===== src/hw/rtl/ctp_pkg.sv =====
// ----------------------------------------------------------------------------
// ctp_pkg: shared types and constants for the CIDR text parser
// Holds the hand-off record between the scanner and the finishing stage.
// ----------------------------------------------------------------------------
package ctp_pkg;

	localparam logic [1:0] STATUS_OK      = 2'd0;
	localparam logic [1:0] STATUS_TRIMMED = 2'd1;
	localparam logic [1:0] STATUS_ERROR   = 2'd2;

	localparam logic [1:0] PH_FIRST  = 2'd0;
	localparam logic [1:0] PH_ADDR   = 2'd1;
	localparam logic [1:0] PH_PREFIX = 2'd2;
	localparam logic [1:0] PH_BADPFX = 2'd3;

	// Snapshot of the scanner state at the last character of a string.
	typedef struct packed {
		logic [1:0]       phase;
		logic [8:0]       quad_octet;
		logic [2:0]       quad_dots;
		logic [31:0]      quad_value;
		logic             quad_bad;
		logic [7:0][15:0] groups;
		logic [3:0]       groups_left;
		logic [2:0]       hex_digits;
		logic [15:0]      hex_word;
		logic [3:0]       gap_index;
		logic             gap_seen;
		logic             six_bad;
		logic             six_done;
		logic [8:0]       tail_octet;
		logic [2:0]       tail_dots;
		logic [31:0]      tail_value;
		logic             tail_bad;
		logic [7:0]       prefix_value;
		logic             prefix_digits;
	} scan_rec_t;

	typedef struct packed {
		logic [1:0]  status;
		logic        is_ipv6;
		logic [63:0] addr_high;
		logic [63:0] addr_low;
		logic [7:0]  prefix_len;
	} result_t;

endpackage


===== src/hw/rtl/ctp_scanner.sv =====
// ----------------------------------------------------------------------------
// ctp_scanner: character scanner
// Updates the dotted-quad, hex-group and prefix accumulators one character per
// cycle and hands a snapshot of them on at the last character of a string.
// ----------------------------------------------------------------------------
module ctp_scanner (
	input  logic               clk,
	input  logic               arst_n,
	input  logic               in_valid,
	input  logic [7:0]         char_code,
	input  logic               is_last,
	output logic               rec_valid,
	output ctp_pkg::scan_rec_t rec
);
	import ctp_pkg::*;

	scan_rec_t st_q, nx, rst_v;
	logic      colon_q, colon_n;

	always_comb begin
		rst_v = '0;
		rst_v.phase = PH_FIRST;
		rst_v.groups_left = 4'd8;
	end

	function automatic logic [45:0] dstep(input logic [7:0] c, input logic [8:0] oct,
			input logic [2:0] dots, input logic [31:0] val, input logic bad);
		logic [12:0] v;
		logic [8:0]  o;
		logic [2:0]  d;
		logic [31:0] w;
		logic        b;
		o = oct; d = dots; w = val; b = bad;
		v = 13'(oct) * 13'd10 + 13'(c - 8'h30);
		if (!bad) begin
			if (c >= 8'h30 && c <= 8'h39) begin
				if (v > 13'd255) b = 1'b1;
				else o = v[8:0];
			end else if (c == 8'h2e) begin
				if (dots >= 3'd3) b = 1'b1;
				else begin
					w = (val << 8) + 32'(oct);
					o = '0;
					d = dots + 3'd1;
				end
			end else begin
				b = 1'b1;
			end
		end
		return {o, d, w, b, 1'b0};
	endfunction

	always_comb begin
		logic [45:0] q, t;
		logic [7:0]  lc;
		logic [3:0]  hd;
		logic [11:0] pv;
		nx = st_q;
		colon_n = colon_q;
		lc = char_code | 8'h20;
		hd = 4'(st_q.hex_digits) + 4'd1;
		pv = 12'(st_q.prefix_value) * 12'd10 + 12'(char_code - 8'h30);
		q = dstep(char_code, st_q.quad_octet, st_q.quad_dots, st_q.quad_value,
			st_q.quad_bad);
		t = dstep(char_code, st_q.tail_octet, st_q.tail_dots, st_q.tail_value,
			st_q.tail_bad);
		if (st_q.phase == PH_FIRST || st_q.phase == PH_ADDR) begin
			if (char_code == 8'h2f) begin
				nx.phase = PH_PREFIX;
			end else begin
				nx.phase = PH_ADDR;
				{nx.quad_octet, nx.quad_dots, nx.quad_value, nx.quad_bad} = q[45:1];
				{nx.tail_octet, nx.tail_dots, nx.tail_value, nx.tail_bad} = t[45:1];
				if (st_q.six_bad || st_q.six_done ||
						(st_q.phase == PH_FIRST && char_code == 8'h3a)) begin
					// IPv6 parse is finished or skips a leading colon.
				end else if (char_code == 8'h3a) begin
					if (st_q.hex_digits != 3'd0) begin
						nx.groups[3'(4'd8 - st_q.groups_left)] = st_q.hex_word;
						nx.groups_left = st_q.groups_left - 4'd1;
						if (st_q.groups_left == 4'd1) begin
							nx.six_bad = 1'b1;
						end else begin
							nx.hex_digits = '0;
							nx.hex_word = '0;
							{nx.tail_octet, nx.tail_dots, nx.tail_value, nx.tail_bad} = '0;
							colon_n = 1'b1;
						end
					end else if (!st_q.gap_seen) begin
						nx.gap_seen = 1'b1;
						nx.gap_index = 4'd8 - st_q.groups_left;
						{nx.tail_octet, nx.tail_dots, nx.tail_value, nx.tail_bad} = '0;
						colon_n = 1'b1;
					end else begin
						nx.six_bad = 1'b1;
					end
				end else if (char_code == 8'h2e && st_q.hex_digits != 3'd0) begin
					if (st_q.groups_left < 4'd2 || !colon_q) nx.six_bad = 1'b1;
					else nx.six_done = 1'b1;
				end else begin
					nx.hex_digits = hd[2:0];
					if (hd > 4'd4) nx.six_bad = 1'b1;
					else if (char_code >= 8'h30 && char_code <= 8'h39)
						nx.hex_word = {st_q.hex_word[11:0], char_code[3:0]};
					else if (lc >= 8'h61 && lc <= 8'h66)
						nx.hex_word = {st_q.hex_word[11:0], 4'(lc - 8'h57)};
					else nx.six_bad = 1'b1;
				end
			end
		end else if (st_q.phase == PH_PREFIX) begin
			if (char_code >= 8'h30 && char_code <= 8'h39) begin
				nx.prefix_value = (pv > 12'd255) ? 8'd255 : pv[7:0];
				nx.prefix_digits = 1'b1;
			end else begin
				nx.phase = PH_BADPFX;
			end
		end
	end

	always_ff @(posedge clk or negedge arst_n) begin
		if (!arst_n) begin
			st_q <= rst_v;
			colon_q <= 1'b0;
			rec_valid <= 1'b0;
			rec <= '0;
		end else begin
			rec_valid <= in_valid && is_last;
			if (in_valid) begin
				rec <= nx;
				if (is_last) begin
					st_q <= rst_v;
					colon_q <= 1'b0;
				end else begin
					st_q <= nx;
					colon_q <= colon_n;
				end
			end
		end
	end

endmodule


===== src/hw/rtl/ctp_finish.sv =====
// ----------------------------------------------------------------------------
// ctp_finish: result builder
// Expands the IPv6 gap, picks the family, checks the prefix and clears host
// bits, over two registered stages.
// ----------------------------------------------------------------------------
module ctp_finish #(
	parameter int ENABLE_IPV6 = 1
) (
	input  logic               clk,
	input  logic               arst_n,
	input  logic               rec_valid,
	input  ctp_pkg::scan_rec_t rec,
	output logic               res_valid,
	output ctp_pkg::result_t   res
);
	import ctp_pkg::*;

	// Stage 1: family and address.
	logic        v6_s1, err_s1, slash_s1, badpfx_s1, pdig_s1, val_s1;
	logic [7:0]  pval_s1;
	logic [63:0] hi_s1, lo_s1;

	logic [7:0][15:0] g, o;
	logic             six_ok, quad_ok;
	logic [3:0]       n, w;
	logic [15:0]      word;
	logic [2:0]       nib;
	logic [31:0]      tq, tt;

	always_comb begin
		g = rec.groups;
		n = rec.groups_left;
		word = rec.hex_word;
		nib = rec.hex_digits;
		six_ok = (ENABLE_IPV6 != 0) && !rec.six_bad;
		tq = (rec.quad_value << 8) | 32'(rec.quad_octet);
		tt = (rec.tail_value << 8) | 32'(rec.tail_octet);
		quad_ok = !rec.quad_bad && rec.quad_dots == 3'd3;
		if (rec.six_done) begin
			if (rec.tail_bad || rec.tail_dots != 3'd3) six_ok = 1'b0;
			g[3'(4'd8 - n)] = tt[31:16];
			n = n - 4'd1;
			word = tt[15:0];
			nib = 3'd1;
		end
		if (nib == 3'd0 && !rec.gap_seen) six_ok = 1'b0;
		g[3'(4'd8 - n)] = word;
		n = n - 4'd1;
		w = 4'd8 - n;
		o = g;
		if (n != 4'd0) begin
			if (!rec.gap_seen) six_ok = 1'b0;
			// Groups at and above the gap move up by n; the gap fills with zeros.
			for (int k = 0; k < 8; k++) begin
				if (4'(k) >= rec.gap_index && 4'(k) < rec.gap_index + n)
					o[k] = '0;
				else if (4'(k) >= rec.gap_index + n && 4'(k) < w + n)
					o[k] = g[3'(4'(k) - n)];
				else
					o[k] = g[k];
			end
		end else if (rec.gap_seen) begin
			six_ok = 1'b0;
		end
	end

	always_ff @(posedge clk or negedge arst_n) begin
		if (!arst_n) begin
			val_s1 <= 1'b0;
		end else begin
			val_s1 <= rec_valid;
		end
	end

	always_ff @(posedge clk) begin
		slash_s1 <= rec.phase[1];
		badpfx_s1 <= rec.phase == PH_BADPFX;
		pdig_s1 <= rec.prefix_digits;
		pval_s1 <= rec.prefix_value;
		v6_s1 <= !quad_ok && six_ok;
		err_s1 <= !quad_ok && !six_ok;
		hi_s1 <= quad_ok ? 64'd0 : {o[0], o[1], o[2], o[3]};
		lo_s1 <= quad_ok ? {32'd0, tq} : {o[4], o[5], o[6], o[7]};
	end

	// Stage 2: prefix check and masking.
	logic [63:0] mhi, mlo;
	logic [7:0]  plen;
	logic [1:0]  status;
	result_t     r;

	always_comb begin
		plen = v6_s1 ? 8'd128 : 8'd32;
		status = err_s1 ? STATUS_ERROR : STATUS_OK;
		mhi = '1;
		mlo = '1;
		if (!err_s1 && slash_s1) begin
			if (badpfx_s1 || !pdig_s1 || pval_s1 > plen) begin
				status = STATUS_ERROR;
			end else begin
				plen = pval_s1;
				if (v6_s1) begin
					mhi = (pval_s1 >= 8'd64) ? '1 :
						~(64'hffff_ffff_ffff_ffff >> pval_s1[5:0]);
					// A full 128-bit prefix keeps every low bit.
					mlo = (pval_s1 <= 8'd64) ? '0 :
						(pval_s1 == 8'd128) ? '1 :
						~(64'hffff_ffff_ffff_ffff >> 6'(pval_s1 - 8'd64));
				end else begin
					mhi = '0;
					mlo = {32'd0, ~(32'hffff_ffff >> pval_s1[5:0])};
				end
				if (((hi_s1 & mhi) != hi_s1) || ((lo_s1 & mlo) != lo_s1))
					status = STATUS_TRIMMED;
			end
		end
		r.status = status;
		r.is_ipv6 = v6_s1;
		r.addr_high = hi_s1 & mhi;
		r.addr_low = lo_s1 & mlo;
		r.prefix_len = plen;
		if (status == STATUS_ERROR) r = '{status: STATUS_ERROR, default: '0};
	end

	always_ff @(posedge clk or negedge arst_n) begin
		if (!arst_n) begin
			res_valid <= 1'b0;
		end else begin
			res_valid <= val_s1;
		end
	end

	always_ff @(posedge clk) begin
		res <= r;
	end

endmodule


===== src/hw/rtl/ctp_out_fifo.sv =====
// ----------------------------------------------------------------------------
// ctp_out_fifo: result queue
// Small register queue; its fill level sets the input full flag so that
// results still in flight always have room.
// ----------------------------------------------------------------------------
module ctp_out_fifo (
	input  logic             clk,
	input  logic             arst_n,
	input  logic             wr,
	input  ctp_pkg::result_t wdata,
	input  logic             rd,
	output logic             empty,
	output ctp_pkg::result_t rdata,
	output logic [2:0]       level
);
	import ctp_pkg::*;

	result_t    mem_q [8];
	logic [2:0] wp_q, rp_q;
	logic [3:0] cnt_q;

	assign empty = cnt_q == 4'd0;
	assign rdata = mem_q[rp_q];
	assign level = (cnt_q > 4'd7) ? 3'd7 : cnt_q[2:0];

	always_ff @(posedge clk or negedge arst_n) begin
		if (!arst_n) begin
			wp_q <= '0;
			rp_q <= '0;
			cnt_q <= '0;
		end else begin
			if (wr) wp_q <= wp_q + 3'd1;
			if (rd && !empty) rp_q <= rp_q + 3'd1;
			cnt_q <= cnt_q + 4'(wr) - 4'(rd && !empty);
		end
	end

	always_ff @(posedge clk) begin
		if (wr) mem_q[wp_q] <= wdata;
	end

endmodule


===== src/hw/rtl/cidr_text_parser_unit.sv =====
// ----------------------------------------------------------------------------
// cidr_text_parser_unit: streaming IPv4/IPv6 CIDR text parser
// Accepts one character per cycle while not full; a result passes the scanner
// snapshot register and finishing stages 1 and 2 before it is queued.
// Throughput: one character per cycle while not full; full rises when
// the result queue holds five results, leaving room for up to three in flight.
// Reset: asynchronous, empties the queue and returns the scanner to the start
// of a string.
// ----------------------------------------------------------------------------
module cidr_text_parser_unit #(
	parameter int ENABLE_IPV6 = 1
) (
	input  logic        clk,
	input  logic        arst_n,
	input  logic        push,
	output logic        full,
	input  logic [7:0]  char_code,
	input  logic        is_last,
	output logic        empty,
	input  logic        pop,
	output logic [1:0]  status,
	output logic        is_ipv6,
	output logic [63:0] addr_high,
	output logic [63:0] addr_low,
	output logic [7:0]  prefix_len
);
	import ctp_pkg::*;

	logic       acc, rec_valid, res_valid;
	scan_rec_t  rec;
	result_t    res, head;
	logic [2:0] level;

	assign acc = push && !full;
	assign full = level >= 3'd5;

	ctp_scanner u_scan (.clk, .arst_n, .in_valid(acc), .char_code, .is_last,
		.rec_valid, .rec);

	ctp_finish #(.ENABLE_IPV6(ENABLE_IPV6)) u_fin (.clk, .arst_n, .rec_valid, .rec,
		.res_valid, .res);

	ctp_out_fifo u_q (.clk, .arst_n, .wr(res_valid), .wdata(res), .rd(pop), .empty,
		.rdata(head), .level);

	assign status = head.status;
	assign is_ipv6 = head.is_ipv6;
	assign addr_high = head.addr_high;
	assign addr_low = head.addr_low;
	assign prefix_len = head.prefix_len;

endmodule

===== config.mk =====
export PLATFORM = sky130hd
export DESIGN_NAME = cidr_text_parser_unit
export DESIGN_NICKNAME = d
export VERILOG_FILES = /design/src/hw/rtl/ctp_pkg.sv /design/src/hw/rtl/ctp_scanner.sv /design/src/hw/rtl/ctp_finish.sv /design/src/hw/rtl/ctp_out_fifo.sv /design/src/hw/rtl/cidr_text_parser_unit.sv
export SDC_FILE = /design/constraint.sdc
export NUM_CORES = 2
export LEC_CHECK = 0
export ABC_AREA = 1
export CAP_MARGIN = 20
export CORE_MARGIN = 5
export CORE_UTILIZATION = 58
export CTS_CLUSTER_DIAMETER = 100
export CTS_CLUSTER_SIZE = 40
export DETAILED_ROUTE_END_ITERATION = 7
export DONT_BUFFER_PORTS = 1
export HOLD_SLACK_MARGIN = 0.12
export PLACE_DENSITY = 0.76
export SLEW_MARGIN = 20
export SYNTH_ARGS = -nofsm -noshare
export SYNTH_HDL_FRONTEND = slang
export SYNTH_SLANG_ARGS = --single-unit
export TNS_END_PERCENT = 100

===== constraint.sdc =====
create_clock -name clk -period 7.45 [get_ports clk]
set_input_delay 0.3725 -clock clk [delete_from_list [all_inputs] [get_ports clk]]
set_output_delay 0.3725 -clock clk [all_outputs]
set_load 0.005 [all_outputs]

==> parameters.txt <==
Parameter                              Value

Floorplanning
  Area of the placeable core    152000 sq um
  Chip Height    400 microns
  Die Width    400 microns
  I/O pin count    154
  Area of the die    160000 sq um
  Initial Util    58.2%
  Number of placement rows    143

Setup path
  Kind of cell adding the most delay to the critical path    simple AND/OR/NAND/NOR gates
  Critical setup path kind    reg2reg
  WP data required    8.18 ns
  Internal reg-to-reg setup slack    2.00 ns
  Worst setup startpoint    u_scan.rec[80]$_DFFE_PN0P_
  Total buffers and inverters traversed by the critical path    6
  Worst flop-to-flop path startpoint    u_scan.rec[80]$_DFFE_PN0P_
  Nature of the critical path endpoint    flip-flop
  Setup crit start kind    flip-flop
  Worst path slowest cell    inv_4
  WP data arrival    6.17 ns
  Biggest cell delay along the critical path    0.63 ns
  Cells along the critical path    nand2_1 -> inv_2 -> nor2_4 -> buf_4 -> inv_4 -> ha_1 -> nand3_1 -> nand2_1 -> buf_4 -> ha_1 -> a21oi_1 -> nand2_1 -> xor2_1 -> nand3b_2 -> nand2_4 -> inv_2 -> nand2_2 -> nor2_2 -> nand3_1 -> nand3_1 -> o21ai_1 -> inv_1
  CP Max Fanout    79

Placement
  Number of I/O port buffers    0
  Post-detailed-placement half-perimeter wirelength    186 mm
  Number of instances in the placed design    11.2k
  Final weighted congestion of routability-driven global placement    1.02

Drt
  DRC Markers    0
  Sum of routed wire length over all layers    280 mm
  Max layer used    met5
  Met1 Wirelength    114 mm
  Initial detailed-routing violation count    9273
  Initial DRT Pass Iterations    8
  Count of nets left with antenna violations after detail routing    0
  Routed length on met2    125 mm
  Per-cell routed wire length    24.8 microns
  Routed length on met3    27.7 mm
  Total via count after detailed routing    71.1k
  Routed vias/inst    6.30

Power
  Static leakage    35.1 nW
  Total Power    34.0 mW
  PwrDens    371 nW/um^2
  VDD IR-drop max    0.419 mV

CTS
  Clock-pin slew of the registers on the worst-case setup and hold paths    0.14 ns
  Number of buffers created by CTS    60
  Clock Tree Buf Depth    3
  CTS tree    built
  Sink Count    1892
  Maximum level of the CTS H-tree    2
  Setup Fix Bufs, Post-CTS    0
  Root Buffer Master    clkbuf_16
  Hold-fix buffer count after cts    8
  Insertion delay of the later-clocked pin in the worst-skew pair    0.79 ns
  Count of cells resized by post-cts repair    0

Synth
  Fraction of registers with async set or reset after synthesis    26.4%
  Post-synthesis sequential element count    1892
  Mapped Area    88200 sq um
  Synth Instances    9661
  Avg Synthesized Cell Area    9.13 sq um
  Part of the Yosys area used for sequential elements    58.4%
  Synthesized netlist net count    9788
  Number of enable-type register cells in the synthesized netlist    1112
  Number of distinct standard cells referenced by the synthesized netlist    57
  Flip-flop cell with the highest count after synthesis    edfxtp_1
  Total of warnings raised by yosys    0

Global route
  First-pass GRT wire length    414 mm
  Antenna violations before repair    14
  Via count of the first global-routing pass    64.3k
  Overall Global Routing Usage    34.1%
  Global route overflow    0
  Pin count of the biggest net entering global routing    501

Finish
  Most common library cell in the layout ignoring fill and taps    nand2_1
  Most frequent cells in the layout    1792 x nand2_1, 1202 x nor2_1, 1144 x o21ai_0, 1112 x edfxtp_1, 762 x nand3_1
  Syn-to-layout area delta    3.83%
  Non-filler cells in the finished layout    11.3k
  Fraction of layout cells with a size suffix above 1    4.02%
  NumNets Final    9327
  FILL cells    12.7k

Timing
  Slew @ Worst Pin    2.17 ns
  Sum of negative setup slack    0 ns
  Maximum operating frequency    0.184 GHz
  Final cycle utilization of the critical path    73.1%
  Setup skew after layout    0.0593 ns
  Unrepaired setup endpoints after global routing    false
  Slew headroom    -44.5%
  Final Critical Period    5.45 ns
  Final worst hold slack    -0.721 ns
  Fin. Hold Viols    499
  Max Slew Vio Count    241
  Number of setup violations in the final report    0

Hold path
  Type of the most critical hold path    in2async

Run status
  Violations in the final reports    hold timing, slew limit
  Status    finished, violations left

Flow run
  Maxcap violations    0
-- layout make-up --
class                   count  area, sq um  share of cell area, %
multi-input cells        6577        32200                   35.1
flip-flops and latches   1892        51500                   56.3
diodes                      8         20.0                 0.0219
repair buffers            108         1080                   1.18
clock buffers              93         1650                   1.80
clock inverters            18          435                  0.475
well taps                2030         2540                   2.77
inverters                 561         2150                   2.34
-- cell families (layout without fill, tap and decap cells) --
logic type | count (synthesis) | after routing | synth area share (%)
AO/OA/AOI/OAI | 2382 | 2382 | 15.0
adder cells (fa/ha/maj) | 114 | 114 | 1.69
AND/OR/NAND/NOR | 4010 | 4010 | 18.9
buffers and inverters | 1192 | 780 | 5.29
multiplexers | 1 | 1 | 0.0113
flip-flops | 1892 | 1892 | 58.4
other | 0 | 8 | 0
XOR/XNOR | 70 | 70 | 0.712
-- synth_stat cells, drive strengths merged (163+ instances only) --
master     n  share of area, %
o21ai   1192               6.8
dfxtp    280               6.4
nand3    776               4.5
nor2    1229               5.4
edfxtp  1112                38
a31oi    163               1.2
inv      555               2.4
a21oi    452               2.6
buf      169              0.93
nand2   1805               7.7
clkbuf   462               2.0
o22ai    324               2.3
dfrtp    499                14
o211ai   211               1.8
-- routing by layer --
| metal | up-vias | track usage, % |
|---|---|---|
| met4 | 8 | 13.5 |
| met2 | 3629 | 52.2 |
| met3 | 476 | 6.34 |
| met5 | - | 0 |
| met1 | 34600 | 48.7 |
| li1 | 32400 | - |
-- final timing paths --
kind / end / depth (start not counted)
setup / recovery: u_fin.lo_s1[25]$_DFF_P_ / 22
hold / removal: u_scan.st_q[110]$_DFFE_PN0P_ / 0
setup reg to reg: u_fin.lo_s1[25]$_DFF_P_ / 22
hold reg to reg: u_fin.val_s1$_DFF_PN0_ / 0
max in group asynchronous: u_q.rp_q[0]$_DFFE_PN0P_ / 0
min in group clk: u_scan.rec[47]$_DFFE_PN0P_ / 5
-- power by group --
| part | switching [mW] | internal [mW] | total [mW] |
|---|---|---|---|
| clock network | 3.22 | 1.72 | 4.95 |
| logic | 11.0 | 4.22 | 15.2 |
| registers | 1.33 | 12.5 | 13.9 |
| total | 15.5 | 18.5 | 34.0 |
-- stage by stage --
stage / util, % / setup WS [ns] / cell area [sq um]
2_1_floorplan: - / 0.267 / 88200
5_1_grt: 60.4 / 1.82 / 91600
3_3_place_gp: 58.9 / 2.26 / 89300
6_report: 60.4 / 2.00 / 91600
3_5_place_dp: 58.9 / 2.18 / 89300
4_1_cts: 60.4 / 2.13 / 91500
-- registers in the layout, indices dropped and copies added (netlist names) --
signal	count
u_fin.val_s1	1
u_scan.st_q	243
u_q.wp_q	3
u_fin.pval_s1	8
u_fin.err_s1	1
u_fin.slash_s1	1
u_q.rp_q	3
u_fin.v6_s1	1
u_q.mem_q	1112
u_fin.badpfx_s1	1
u_fin.hi_s1	64
u_scan.rec	243
u_fin.res_valid	1
u_fin.lo_s1	64
u_fin.res	139
u_scan.rec_valid	1
u_fin.pdig_s1	1
u_q.cnt_q	4
u_scan.colon_q	1
-- worst reg2reg max path, stage by stage (launching register included) --
cell and delay, ns:
dfrtp_1 0.46, nand2_1 0.10, inv_2 0.16, nor2_4 0.04, buf_4 0.23, inv_4 0.64
ha_1 0.36, nand3_1 0.09, nand2_1 0.08, buf_4 0.50, ha_1 0.42, a21oi_1 0.15
nand2_1 0.08, xor2_1 0.22, nand3b_2 0.19, nand2_4 0.11, inv_2 0.11, nand2_2 0.13
nor2_2 0.62, nand3_1 0.28, nand3_1 0.25, o21ai_1 0.09, inv_1 0.09
No activity file was read; power rests on OpenSTA's default activity.
